--- src/rtl/rbd_pkg.sv ---
`timescale 1ns / 1ps

package rbd_pkg;

	localparam int DATA_W = 32;
	localparam int OCC_W  = 4;

	localparam logic signed [DATA_W-1:0] EMPTY_MARK = -32'sd10101010;

	typedef enum logic [1:0] {
		OP_PUSH_BACK  = 2'd0,
		OP_PUSH_FRONT = 2'd1,
		OP_POP_BACK   = 2'd2,
		OP_POP_FRONT  = 2'd3
	} func_t;

	typedef enum logic [1:0] {
		ST_DONE  = 2'd0,
		ST_FULL  = 2'd1,
		ST_EMPTY = 2'd2
	} status_t;

	// control from pointer logic to memory and result stage
	typedef struct packed {
		logic    wr_en;
		logic    rd_en;
		status_t status;
	} ctl_t;

endpackage

--- src/rtl/rbd_ram.sv ---
`timescale 1ns / 1ps

module rbd_ram #(
	parameter int WIDTH = 64,
	parameter int DEPTH = 8
) (
	input  logic                     clk,
	input  logic                     wr_en,
	input  logic [$clog2(DEPTH)-1:0] wr_addr,
	input  logic [WIDTH-1:0]         wr_data,
	input  logic                     rd_en,
	input  logic [$clog2(DEPTH)-1:0] rd_addr,
	output logic [WIDTH-1:0]         rd_data
);

	logic [WIDTH-1:0] mem_q [DEPTH];

	always_ff @(posedge clk) begin
		if (wr_en) begin
			mem_q[wr_addr] <= wr_data;
		end
		if (rd_en) begin
			rd_data <= mem_q[rd_addr];
		end
	end

endmodule

--- src/rtl/rbd_ctrl.sv ---
`timescale 1ns / 1ps

module rbd_ctrl import rbd_pkg::*; #(
	parameter int DEPTH = 8
) (
	input  logic                       clk,
	input  logic                       arst_n,
	input  logic                       accept,
	input  func_t                      func,
	output ctl_t                       ctl,
	output logic [$clog2(DEPTH)-1:0]   addr,
	output logic [OCC_W-1:0]           occupancy,
	output logic [$clog2(DEPTH+1)-1:0] count
);

	localparam int AW = $clog2(DEPTH);
	localparam int CW = $clog2(DEPTH + 1);
	localparam logic [AW-1:0] LAST = AW'(DEPTH - 1);

	logic [AW-1:0] front_q, back_q, front_d, back_d;
	logic [CW-1:0] count_q, count_d;
	logic          full, empty;
	logic [CW+OCC_W-1:0] occ_ext;

	function automatic logic [AW-1:0] step_up(input logic [AW-1:0] p);
		return (p == LAST) ? '0 : p + AW'(1);
	endfunction

	function automatic logic [AW-1:0] step_down(input logic [AW-1:0] p);
		return (p == '0) ? LAST : p - AW'(1);
	endfunction

	assign full  = (count_q == CW'(DEPTH));
	assign empty = (count_q == '0);

	always_comb begin
		front_d    = front_q;
		back_d     = back_q;
		count_d    = count_q;
		addr       = front_q;
		ctl.wr_en  = 1'b0;
		ctl.rd_en  = 1'b0;
		ctl.status = ST_DONE;
		case (func)
			OP_PUSH_BACK: begin
				addr = back_q;
				if (full) begin
					ctl.status = ST_FULL;
				end else begin
					ctl.wr_en = accept;
					back_d    = step_up(back_q);
					count_d   = count_q + CW'(1);
				end
			end
			OP_PUSH_FRONT: begin
				addr = step_down(front_q);
				if (full) begin
					ctl.status = ST_FULL;
				end else begin
					ctl.wr_en = accept;
					front_d   = addr;
					count_d   = count_q + CW'(1);
				end
			end
			OP_POP_BACK: begin
				addr = step_down(back_q);
				if (empty) begin
					ctl.status = ST_EMPTY;
				end else begin
					ctl.rd_en = accept;
					back_d    = addr;
					count_d   = count_q - CW'(1);
				end
			end
			OP_POP_FRONT: begin
				addr = front_q;
				if (empty) begin
					ctl.status = ST_EMPTY;
				end else begin
					ctl.rd_en = accept;
					front_d   = step_up(front_q);
					count_d   = count_q - CW'(1);
				end
			end
			default: begin
				ctl.status = ST_DONE;
			end
		endcase
	end

	// occupancy field is 4 bits wide; count wraps into it
	assign occ_ext   = {{OCC_W{1'b0}}, count_d};
	assign occupancy = occ_ext[OCC_W-1:0];
	assign count     = count_q;

	always_ff @(posedge clk or negedge arst_n) begin
		if (!arst_n) begin
			front_q <= '0;
			back_q  <= '0;
			count_q <= '0;
		end else if (accept) begin
			front_q <= front_d;
			back_q  <= back_d;
			count_q <= count_d;
		end
	end

`ifndef SYNTHESIS
	logic [CW:0] ring_sum;
	logic [CW:0] ring_pos;
	assign ring_sum = {1'b0, count_q} + (CW+1)'(front_q);
	assign ring_pos = (ring_sum >= (CW+1)'(DEPTH)) ? ring_sum - (CW+1)'(DEPTH) : ring_sum;

	a_count_bound: assert property (@(posedge clk) disable iff (!arst_n)
		count_q <= CW'(DEPTH))
		else $error("count above capacity");

	a_ring_consistent: assert property (@(posedge clk) disable iff (!arst_n)
		ring_pos == (CW+1)'(back_q))
		else $error("front, back and count disagree");

	a_reject_holds: assert property (@(posedge clk) disable iff (!arst_n)
		accept && ctl.status != ST_DONE |=> $stable(count_q) && $stable(front_q)
			&& $stable(back_q))
		else $error("rejected operation changed state");
`endif

endmodule

--- src/rtl/ring_buffer_deque.sv ---
`timescale 1ns / 1ps

// Double-ended queue of key/value words in a ring of DEPTH slots.
// Input channel s_*: s_tuser carries the operation (push back, push front,
// pop back, pop front), s_tdata the key and value to push.
// Output channel m_*: one word per input word, in order, giving the popped
// key and value, the new occupancy, and in m_tuser the status (done, push
// rejected as full, pop rejected as empty).
// Pointers update and the memory read is issued at input accept; the
// registered read data and the word's status wait in stage s1 and move
// into the output register, which drives m_tvalid, once that register is
// free or being read.
// Throughput is one word per cycle unless the output stalls; each word needs
// a single memory access; pointer and count updates take effect at accept.
// When the receiver stalls, the output register and one in-flight stage
// hold their words and s_tready drops only when both are occupied.
// Reset clears the pointers, the count and both valid stages; slot contents
// are undefined until pushed. No clearing pass is needed.
module ring_buffer_deque import rbd_pkg::*; #(
	parameter int DEPTH = 8
) (
	input  logic        clk,
	input  logic        arst_n,
	input  logic        s_tvalid,
	output logic        s_tready,
	input  logic [63:0] s_tdata,   // in_key[31:0], in_value[63:32]
	input  logic [1:0]  s_tuser,   // func[1:0]
	output logic        m_tvalid,
	input  logic        m_tready,
	output logic [71:0] m_tdata,   // out_key[31:0], out_value[63:32], occupancy[67:64]
	output logic [1:0]  m_tuser    // status[1:0]
);

	localparam int AW = $clog2(DEPTH);
	localparam int CW = $clog2(DEPTH + 1);

	logic                     accept;
	func_t                    func;
	logic signed [DATA_W-1:0] in_key, in_value;
	ctl_t                     ctl;
	logic [AW-1:0]            addr;
	logic [OCC_W-1:0]         occ_next;
	logic [CW-1:0]            count;
	logic [2*DATA_W-1:0]      rd_data;

	logic                     valid_s1, pop_ok_s1;
	status_t                  status_s1;
	logic [OCC_W-1:0]         occ_s1;
	logic                     adv_s1;

	logic                     out_valid_q;
	logic signed [DATA_W-1:0] key_q, value_q;
	status_t                  status_q;
	logic [OCC_W-1:0]         occ_q;

	assign func     = func_t'(s_tuser);
	assign in_key   = s_tdata[DATA_W-1:0];
	assign in_value = s_tdata[2*DATA_W-1:DATA_W];

	assign adv_s1   = valid_s1 && (!out_valid_q || m_tready);
	assign s_tready = !valid_s1 || adv_s1;
	assign accept   = s_tvalid && s_tready;

	rbd_ctrl #(.DEPTH(DEPTH)) u_ctrl (
		.clk       (clk),
		.arst_n    (arst_n),
		.accept    (accept),
		.func      (func),
		.ctl       (ctl),
		.addr      (addr),
		.occupancy (occ_next),
		.count     (count)
	);

	rbd_ram #(.WIDTH(2 * DATA_W), .DEPTH(DEPTH)) u_ram (
		.clk     (clk),
		.wr_en   (ctl.wr_en),
		.wr_addr (addr),
		.wr_data ({in_value, in_key}),
		.rd_en   (ctl.rd_en),
		.rd_addr (addr),
		.rd_data (rd_data)
	);

	always_ff @(posedge clk or negedge arst_n) begin
		if (!arst_n) begin
			valid_s1 <= 1'b0;
		end else if (s_tready) begin
			valid_s1 <= s_tvalid;
		end
	end

	always_ff @(posedge clk) begin
		if (accept) begin
			pop_ok_s1 <= ctl.rd_en;
			status_s1 <= ctl.status;
			occ_s1    <= occ_next;
		end
	end

	always_ff @(posedge clk or negedge arst_n) begin
		if (!arst_n) begin
			out_valid_q <= 1'b0;
		end else if (!out_valid_q || m_tready) begin
			out_valid_q <= valid_s1;
		end
	end

	always_ff @(posedge clk) begin
		if (adv_s1) begin
			status_q <= status_s1;
			occ_q    <= occ_s1;
			if (pop_ok_s1) begin
				key_q   <= rd_data[DATA_W-1:0];
				value_q <= rd_data[2*DATA_W-1:DATA_W];
			end else if (status_s1 == ST_EMPTY) begin
				key_q   <= EMPTY_MARK;
				value_q <= EMPTY_MARK;
			end else begin
				key_q   <= '0;
				value_q <= '0;
			end
		end
	end

	assign m_tvalid = out_valid_q;
	assign m_tdata  = {4'b0000, occ_q, value_q, key_q};
	assign m_tuser  = status_q;

`ifndef SYNTHESIS
	a_hold_stage: assert property (@(posedge clk) disable iff (!arst_n)
		valid_s1 && !adv_s1 |=> valid_s1)
		else $error("in-flight word dropped while output stalled");

	a_no_accept_when_blocked: assert property (@(posedge clk) disable iff (!arst_n)
		valid_s1 && out_valid_q && !m_tready |-> !accept)
		else $error("input accepted with both stages full");

	a_empty_pop_status: assert property (@(posedge clk) disable iff (!arst_n)
		accept && count == '0 && (func == OP_POP_BACK || func == OP_POP_FRONT)
			|-> ctl.status == ST_EMPTY && !ctl.rd_en)
		else $error("pop from empty ring not rejected");
`endif

endmodule

--- config.mk ---
export PLATFORM = sky130hd
export DESIGN_NAME = ring_buffer_deque
export DESIGN_NICKNAME = d
export VERILOG_FILES = /design/src/rtl/rbd_pkg.sv /design/src/rtl/rbd_ram.sv /design/src/rtl/rbd_ctrl.sv /design/src/rtl/ring_buffer_deque.sv
export SDC_FILE = /design/constraint.sdc
export NUM_CORES = 1
export LEC_CHECK = 0
export ABC_AREA = 1
export BUFFER_PORTS_ARGS = -buffer_cell sky130_fd_sc_hd__buf_2
export CORE_UTILIZATION = 45
export DETAILED_ROUTE_END_ITERATION = 6
export MAX_ROUTING_LAYER = met4
export PLACE_DENSITY = 0.69
export SYNTH_ARGS = -nofsm -noshare
export SYNTH_HDL_FRONTEND = slang
export SYNTH_SLANG_ARGS = --single-unit
export TNS_END_PERCENT = 5
--- constraint.sdc ---
create_clock -name clk -period 5.2 [get_ports clk]
set_input_delay 1.04 -clock clk [delete_from_list [all_inputs] [get_ports clk]]
set_output_delay 1.04 -clock clk [all_outputs]
set_load 0.05 [all_outputs]
==> results of run 1 <==
## cell usage in the layout, fill, tap and decap left out
master and n:
a21oi_4 2, a31oi_1 3, buf_12 5, buf_2 141
buf_4 27, bufinv_16 4, clkbuf_1 14, clkbuf_16 72
clkinv_1 16, clkinv_2 11, clkinv_8 3, clkinvlp_4 4
conb_1 4, dfrtp_1 12, diode_2 12, edfxtp_1 653
ha_1 10, inv_1 115, inv_2 54, inv_6 1
nand2_1 1049, nand2_2 2, nand2_4 2, nand3_1 268
nand3_4 1, nand3b_1 2, nand4_1 66, nor2_1 13
nor2_2 1, nor2_4 13, o211ai_1 1, o21ai_0 13
o22ai_1 1, o31ai_1 1, or3b_2 1, xnor2_1 1
xor2_1 3
## path summary, 6_finish.rpt
path	end	from	cells past startpoint	slack [ns]
setup reg to reg	u_ram.mem_q[7][18]$_DFFE_PP_	u_ctrl.back_q[0]$_DFFE_PN0P_	10	1.42
setup / recovery	u_ram.mem_q[7][18]$_DFFE_PP_	u_ctrl.back_q[0]$_DFFE_PN0P_	10	1.42
min in group clk	occ_q[3]$_DFFE_PP_	occ_s1[3]$_DFFE_PN_	0	0.42
hold reg to reg	occ_q[3]$_DFFE_PP_	occ_s1[3]$_DFFE_PN_	0	0.42
hold / removal	u_ctrl.back_q[0]$_DFFE_PN0P_	arst_n	1	0.32
max in group asynchronous	m_tvalid$_DFFE_PN0P_	arst_n	1	4.63
## cell type report
cell class                      count  area [sq um]
Fill cell                        4898         28600
Sequential cell                   665         19900
Multi-Input combinational cell   1457          6280
Clock buffer                       86          1850
Timing Repair Buffer              173          1010
Tap cell                          773           967
Inverter                          170           638
Clock inverter                     38           319
Antenna cell                       12          30.0
## sequential cells by signal, summed over array words and instances (netlist names), 2 cells and up
name / count
u_ram.mem_q: 512
u_ram.rd_data: 64
key_q: 32
value_q: 32
occ_q: 4
occ_s1: 4
u_ctrl.count: 4
u_ctrl.back_q: 3
u_ctrl.front_q: 3
m_tuser: 2
status_s1: 2
## metrics by stage
stage | worst slack [ns] | utilization | instances | area [sq um] | hold slack (ns)
finish | 1.42 | 0.520 | 3374 | 31000 | 0.316
global route | 1.21 | 0.520 | 3374 | 31000 | 0.330
CTS | 1.43 | 0.520 | 3362 | 31000 | 0.313
detailed placement | 0.912 | 0.484 | 3238 | 28800 | 0.405
global placement | 0.990 | 0.484 | 3238 | 28800 | 0.400
floorplan | -0.152 | - | 2433 | 27400 | 0.400
## kinds of logic after synthesis
logic type / after synthesis / synth area share
xor gates and xnor gates: 4 / 0.00128
adders and majority gates: 10 / 0.00458
buffers and inverters: 311 / 0.0477
other: 1 / 0.000137
and+or+nand+nor: 1418 / 0.214
AOI/OAI and AO/OA: 21 / 0.00435
DFF: 665 / 0.728
## cells in the mapped netlist, drive strengths merged
library cell and instances:
xnor2 1, clkinv 1, clkbuf 41, or3b 1
nand2 1053, ha 10, edfxtp 653, nand3 269
inv 169, conb 1, a21oi 2, o211ai 1
nand3b 2, nand4 66, o22ai 1, dfrtp 12
o21ai 13, o31ai 1, buf 100, a31oi 3
nor2 27, xor2 3
## routing by layer
metal | share of wire | routed length (um) | global-route usage | up-vias
li1 | - | - | - | 8401
met4 | 0.023 | 1500 | 0.0784 | 0
met5 | 0 | 0 | - | -
met1 | 0.41 | 26000 | 0.261 | 8586
met3 | 0.078 | 5010 | 0.0420 | 106
met2 | 0.49 | 31700 | 0.354 | 677
## power by group
| part | internal (mW) | switching, mW | total, mW | leakage (nW) |
|---|---|---|---|---|
| Sequential | 6.59 | 0.155 | 6.74 | 6.12 |
| Combinational | 1.03 | 3.01 | 4.04 | 5.58 |
| Clock | 2.74 | 2.00 | 4.73 | 1.05 |
## critical path, cell delays in order (launching register included)
cell	delay (ns)
dfrtp_1	0.45
inv_1	0.20
ha_1	0.21
nand2_1	0.09
nand2_1	0.13
nand2_1	0.13
nand3_4	0.13
buf_12	0.63
nand3_1	0.53
nor2_4	0.23
buf_4	0.61
==> results by group, run 1 <==
Status
  – Status: finished, final reports clean

Floorplan
  – Die H: 248 um
  – Chip Width: 248 um
  – FP Rows: 89
  – IO Count: 146
  – Core ar.: 59600 sq um
  – Starting Density: 0.459
  – Full die area: 61700 sq um

Route
  – Initial DRC Count: 1712
  – Drt drc: 0
  – Detailed-route wire length per cell: 19.0 um
  – Vias/cell: 5.27
  – Drt pass-1 iters: 6
  – Total Wirelength: 64200 um
  – ANT nets after route: 0
  – Routed vias: 17800

Hold path
  – Min-Delay Path Class: input pin to async pin

Yosys
  – Yosys top cell by area: edfxtp_1
  – Avg Inst Size Synth: 11.3 sq um
  – Mapped Area: 27300 sq um
  – Post-synth top area share: 0.717
  – Syn Inst Count: 2430
  – Synth unique cells: 28
  – #FFs+latches synth: 665
  – YS warnings: 0
  – Sequential-to-total area share from yosys stat: 0.728
  – Synth top area cells: edfxtp_1, nand2_1, nand3_1

CTS
  – H-Tree Depth: 3
  – CTS Sinks: 665
  – CTS Root Cell: clkbuf_16
  – Hold_buf cts: 0
  – Setup bufs post-CTS: 0
  – Resized Gates After CTS: 0
  – CTS tree: done
  – Clock Path Buffers: 3
  – Clk_lat worst skew: 0.61 ns
  – Number of CTS-inserted buffers: 68
  – Clk pin slew, worst setup/hold paths: 0.06 ns

Timing
  – Max-slew headroom: 0.144
  – Worst-Margin Slew: 1.28 ns
  – Crit share post-route: 0.726
  – Final Max Tran Viols: 0
  – Min Tclk post-route: 3.78 ns
  – Setup violators final: 0
  – Setup TNS: 0 ns
  – RSZ-0062 raised after global routing: no
  – Clk_skew: 0.0242 ns
  – Max Freq: 0.265 GHz
  – Endpoints failing hold: 0

Final layout
  – Area growth syn-to-layout: 13.4%
  – Proportion of layout cells with a drive suffix above 1: 0.133
  – Fin nets: 2615

Global route
  – Initial antenna violation count: 13
  – Overflow after GRT: 0
  – Global-route usage over all layers: 0.214
  – Vias in the first global route: 17600
  – First-pass GRT wire length: 98800 um
  – Pin count of the biggest net entering global routing: 193

Worst setup path
  – Crit Path Category: flop to flop
  – Worst-path fanout max: 186
  – Nature of the critical path startpoint: flop
  – Critical path arrival: 3.99 ns
  – Worst Path Required: 5.42 ns
  – Crit end category: flop

Power and ir drop
  – Leak: 12.7 nW
  – Peak supply drop: 0.000760 V
  – Power Total: 15.5 mW
  – Pwr dens: 500 nW/um^2

Job
  – Max cap viols: 0

Placed design
  – PortBufs: 141
  – Detailed placement HPWL: 32400 um
  – Routability cong.: 0.798
Note: power is estimated with default switching activity, not from simulation.
==> run 2: changes to the inputs <==
--- a/config.mk
+++ b/config.mk
@@ -5,12 +5,12 @@
 export SDC_FILE = /design/constraint.sdc
 export NUM_CORES = 1
 export LEC_CHECK = 0
-export ABC_AREA = 1
+export ABC_AREA = 0
 export BUFFER_PORTS_ARGS = -buffer_cell sky130_fd_sc_hd__buf_2
 export CORE_UTILIZATION = 45
 export DETAILED_ROUTE_END_ITERATION = 6
 export MAX_ROUTING_LAYER = met4
-export PLACE_DENSITY = 0.69
+export PLACE_DENSITY = 0.71
 export SYNTH_ARGS = -nofsm -noshare
 export SYNTH_HDL_FRONTEND = slang
 export SYNTH_SLANG_ARGS = --single-unit
==> constraint.sdc (replaced) <==
create_clock -name clk -period 3.06 [get_ports clk]
set_input_delay 0.612 -clock clk [delete_from_list [all_inputs] [get_ports clk]]
set_output_delay 0.612 -clock clk [all_outputs]
set_load 0.05 [all_outputs]
==> results by group, run 2 <==
Status
  – Status: finished, final reports clean (unchanged)

Global route
  – First-pass GRT wire length: 82200 um (was 98800 um)
  – Initial antenna violation count: 12 (was 13)
  – Overflow after GRT: 0 (unchanged)
  – Global-route usage over all layers: 0.198 (was 0.214)
  – Pin count of the biggest net entering global routing: 66 (was 193)
  – Vias in the first global route: 13600 (was 17600)

Timing
  – Max-slew headroom: 0.336 (was 0.144)
  – Min Tclk post-route: 2.74 ns (was 3.78 ns)
  – Clk_skew: 0.0284 ns (was 0.0242 ns)
  – Slack of the critical path: 0.320 ns (was 1.42 ns)
  – Final Max Tran Viols: 0 (unchanged)
  – RSZ-0062 raised after global routing: no (unchanged)
  – Endpoints failing hold: 0 (unchanged)
  – Setup violators final: 0 (unchanged)
  – Max Freq: 0.365 GHz (was 0.265 GHz)
  – Worst-Margin Slew: 0.996 ns (was 1.28 ns)
  – Crit share post-route: 0.895 (was 0.726)
  – WHS: 0.254 ns (was 0.316 ns)

Yosys
  – Synth async-reset ratio: 0.0180 (unchanged)
  – Post-synth top area share: 0.764 (was 0.717)
  – Top-count cell post-synth: edfxtp_1 (was nand2_1)
  – Yosys top cell by area: edfxtp_1 (unchanged)
  – Synth unique cells: 50 (was 28)
  – #FFs+latches synth: 665 (unchanged)
  – Dominant synthesized flop cell: edfxtp_1 (unchanged)
  – Multiplexer share of the synthesized area: 0.0765 (was 0)
  – Mapped Area: 25700 sq um (was 27300 sq um)
  – Largest family of logic cells by synthesized area: compound AO/OA/AOI/OAI gates (was simple AND/OR/NAND/NOR gates)
  – Number of flops mapped to enable cells by yosys: 653 (unchanged)
  – Area share of and/or/nand/nor cells after synthesis: 0.0348 (was 0.214)
  – Sequential-to-total area share from yosys stat: 0.775 (was 0.728)
  – Post-synthesis adder-cell area fraction: 0.00487 (was 0.00458)
  – YS warnings: 0 (unchanged)
  – Top cells by instance count after synthesis: edfxtp_1, mux2i_1, nand2_1 (was nand2_1, edfxtp_1, nand3_1)
  – Synth top area cells: edfxtp_1, mux2i_1, a221oi_2 (was edfxtp_1, nand2_1, nand3_1)
  – Compound-Gate Fraction of Synth Area: 0.0861 (was 0.00435)
  – Syn Inst Count: 1394 (was 2430)
  – Avg Inst Size Synth: 18.4 sq um (was 11.3 sq um)
  – Area share of xor/xnor cells in the synthesized design: 0.00102 (was 0.00128)

CTS
  – Clk_lat worst skew: 0.60 ns (was 0.61 ns)
  – CTS Root Cell: clkbuf_16 (unchanged)
  – Setup bufs post-CTS: 0 (unchanged)
  – Resized Gates After CTS: 0 (unchanged)
  – Number of CTS-inserted buffers: 68 (unchanged)
  – CTS Sinks: 665 (unchanged)
  – Clock Path Buffers: 3 (unchanged)
  – H-Tree Depth: 3 (unchanged)
  – CTS tree: done (unchanged)
  – Clk pin slew, worst setup/hold paths: 0.06 ns (about the same)

Final layout
  – Most frequent cells in the layout: edfxtp_1, mux2i_1, buf_2, nand2_1, clkbuf_16 (was nand2_1, edfxtp_1, nand3_1, buf_2, inv_1)
  – Largest registers: u_ram.mem_q: 512 flops, u_ram.rd_data: 64 flops (unchanged)
  – Post-layout util: 0.533 (was 0.520)
  – Area growth syn-to-layout: 17.0% (was 13.4%)
  – Biggest register: u_ram.mem_q (unchanged)
  – Commonest non-fill, non-tap cell in the layout: edfxtp_1 (was nand2_1)
  – Final instance area: 30100 sq um (was 31000 sq um)
  – Proportion of layout cells with a drive suffix above 1: 0.231 (was 0.133)
  – Max FFs per register: 512 (unchanged)
  – Fin nets: 1669 (was 2615)

Power and ir drop
  – Switching share of total power: 0.291 (was 0.332)
  – Int Pwr: 18.5 mW (was 10.4 mW)
  – Seq pwr share: 0.436 (was 0.435)
  – Leak: 10.8 nW (was 12.7 nW)
  – Switching Power: 7.60 mW (was 5.16 mW)
  – Peak supply drop: 0.000493 V (was 0.000760 V)
  – Clock share of power: 0.305 (about the same)
  – Power Total: 26.1 mW (was 15.5 mW)
  – Pwr dens: 868 nW/um^2 (was 500 nW/um^2)
  – Combinational power share: 0.259 (was 0.260)

Floorplan
  – FP Rows: 87 (was 89)
  – Core ar.: 56400 sq um (was 59600 sq um)
  – Chip Width: 241 um (was 248 um)
  – Die H: 241 um (was 248 um)
  – IO Count: 146 (unchanged)
  – Starting Density: 0.455 (was 0.459)
  – Full die area: 58000 sq um (was 61700 sq um)

Route
  – Drt drc: 0 (unchanged)
  – Vias/cell: 5.45 (was 5.27)
  – ANT nets after route: 0 (unchanged)
  – Routed vias: 13100 (was 17800)
  – Initial DRC Count: 981 (was 1712)
  – Total Wirelength: 54900 um (was 64200 um)
  – Detailed-route wire length per cell: 22.8 um (was 19.0 um)
  – Drt pass-1 iters: 5 (was 6)

Job
  – Max cap viols: 0 (unchanged)

Placed design
  – PortBufs: 141 (unchanged)
  – Setup WS pre-CTS: 0.162 ns (was 0.912 ns)
  – Area after DPL: 27900 sq um (was 28800 sq um)
  – Routability cong.: 0.768 (was 0.798)
  – Detailed placement HPWL: 30400 um (was 32400 um)

Worst setup path
  – Crit end category: flop (unchanged)
  – Crit Path Category: flop to flop (unchanged)
  – Critical path arrival: 3.06 ns (was 3.99 ns)
  – Nature of the critical path startpoint: flop (unchanged)
  – Worst-path fanout max: 30 (was 186)
  – Worst Path Required: 3.38 ns (was 5.42 ns)

Hold path
  – Min-Delay Path Class: input pin to flop (was input pin to async pin)
==> run 2: cell count changes after synthesis, sizes merged, moves of 35 or more <==
cell and change:
nand4 -65, mux2i +194, a21o +50, buf -35, nand3 -268, a32o +65, inv -157, nand2 -910
a221oi +64
==> run 2: per-stage QoR <==
step	TNS [ns]	std cells
3_5_place_dp	0	2274
2_1_floorplan	-83.73	1397
6_report	0	2410
4_1_cts	0	2398
3_3_place_gp	0	2274
5_1_grt	0	2410
==> run 2: final timing paths <==
path / from / endpoint / slack, ns / depth (start not counted)
max: u_ctrl.front_q[0]$_DFFE_PN0P_ / u_ram.rd_data[26]$_DFFE_PP_ / 0.32 / 10
min: s_tvalid / valid_s1$_DFFE_PN0N_ / 0.25 / 2
max reg2reg: u_ctrl.front_q[0]$_DFFE_PN0P_ / u_ram.rd_data[26]$_DFFE_PP_ / 0.32 / 10
min reg2reg: occ_s1[2]$_DFFE_PN_ / occ_q[2]$_DFFE_PP_ / 0.42 / 0
max in group asynchronous: arst_n / m_tvalid$_DFFE_PN0P_ / 2.36 / 2
min in group asynchronous: arst_n / u_ctrl.front_q[2]$_DFFE_PN0P_ / 0.44 / 2
==> run 2: logic make-up (layout without fill, tap and decap cells) <==
logic type / after synthesis / count (layout)
adders and majority gates: 10 / 10
buffers and inverters: 95 / 340
xor gates and xnor gates: 3 / 3
DFF: 665 / 665
and+or+nand+nor: 209 / 209
other: 1 / 16
muxes: 196 / 196
AOI/OAI and AO/OA: 215 / 215
==> run 2: critical path, cell delays in order, from the launching register on <==
cell and delay [ns]:
dfrtp_1 0.45, inv_1 0.10, ha_1 0.22, nand2b_1 0.16, a211o_1 0.23, and2_4 0.34, buf_12 0.27, buf_12 0.22
mux2i_1 0.23, a32o_1 0.18, a221oi_2 0.04
==> run 2: timing repair <==
action	in CTS	in global routing
hold buffers	1	0
setup endpoints to repair	0	0
hold endpoints to repair	12	0
==> run 2: cell type report <==
type | instances | area, sq um
inverters | 12 | 47.5
diodes | 12 | 30.0
repair buffers | 205 | 1630
flip-flops and latches | 665 | 19900
clock buffers | 96 | 1880
fillers | 4461 | 26300
multi-input cells | 637 | 5350
well taps | 756 | 946
clock inverters | 27 | 255
==> run 2: power by group through the flow <==
stage / Sequential, mW / Clock (mW) / Combinational (mW)
after floorplan: 11.9 / 0 / 4.37
after global placement: 11.5 / 0 / 6.61
after detailed placement: 11.6 / 0 / 6.76
after CTS: 11.4 / 8.10 / 6.80
after global routing: 11.4 / 8.43 / 7.22
final: 11.4 / 7.96 / 6.75
==> run 2: metal layers <==
| metal | global-route usage | routed length (um) |
|---|---|---|
| met4 | 0.0759 | 1460 |
| met1 | 0.242 | 23500 |
| met3 | 0.0377 | 2700 |
| met2 | 0.327 | 27200 |
| met5 | - | 0 |
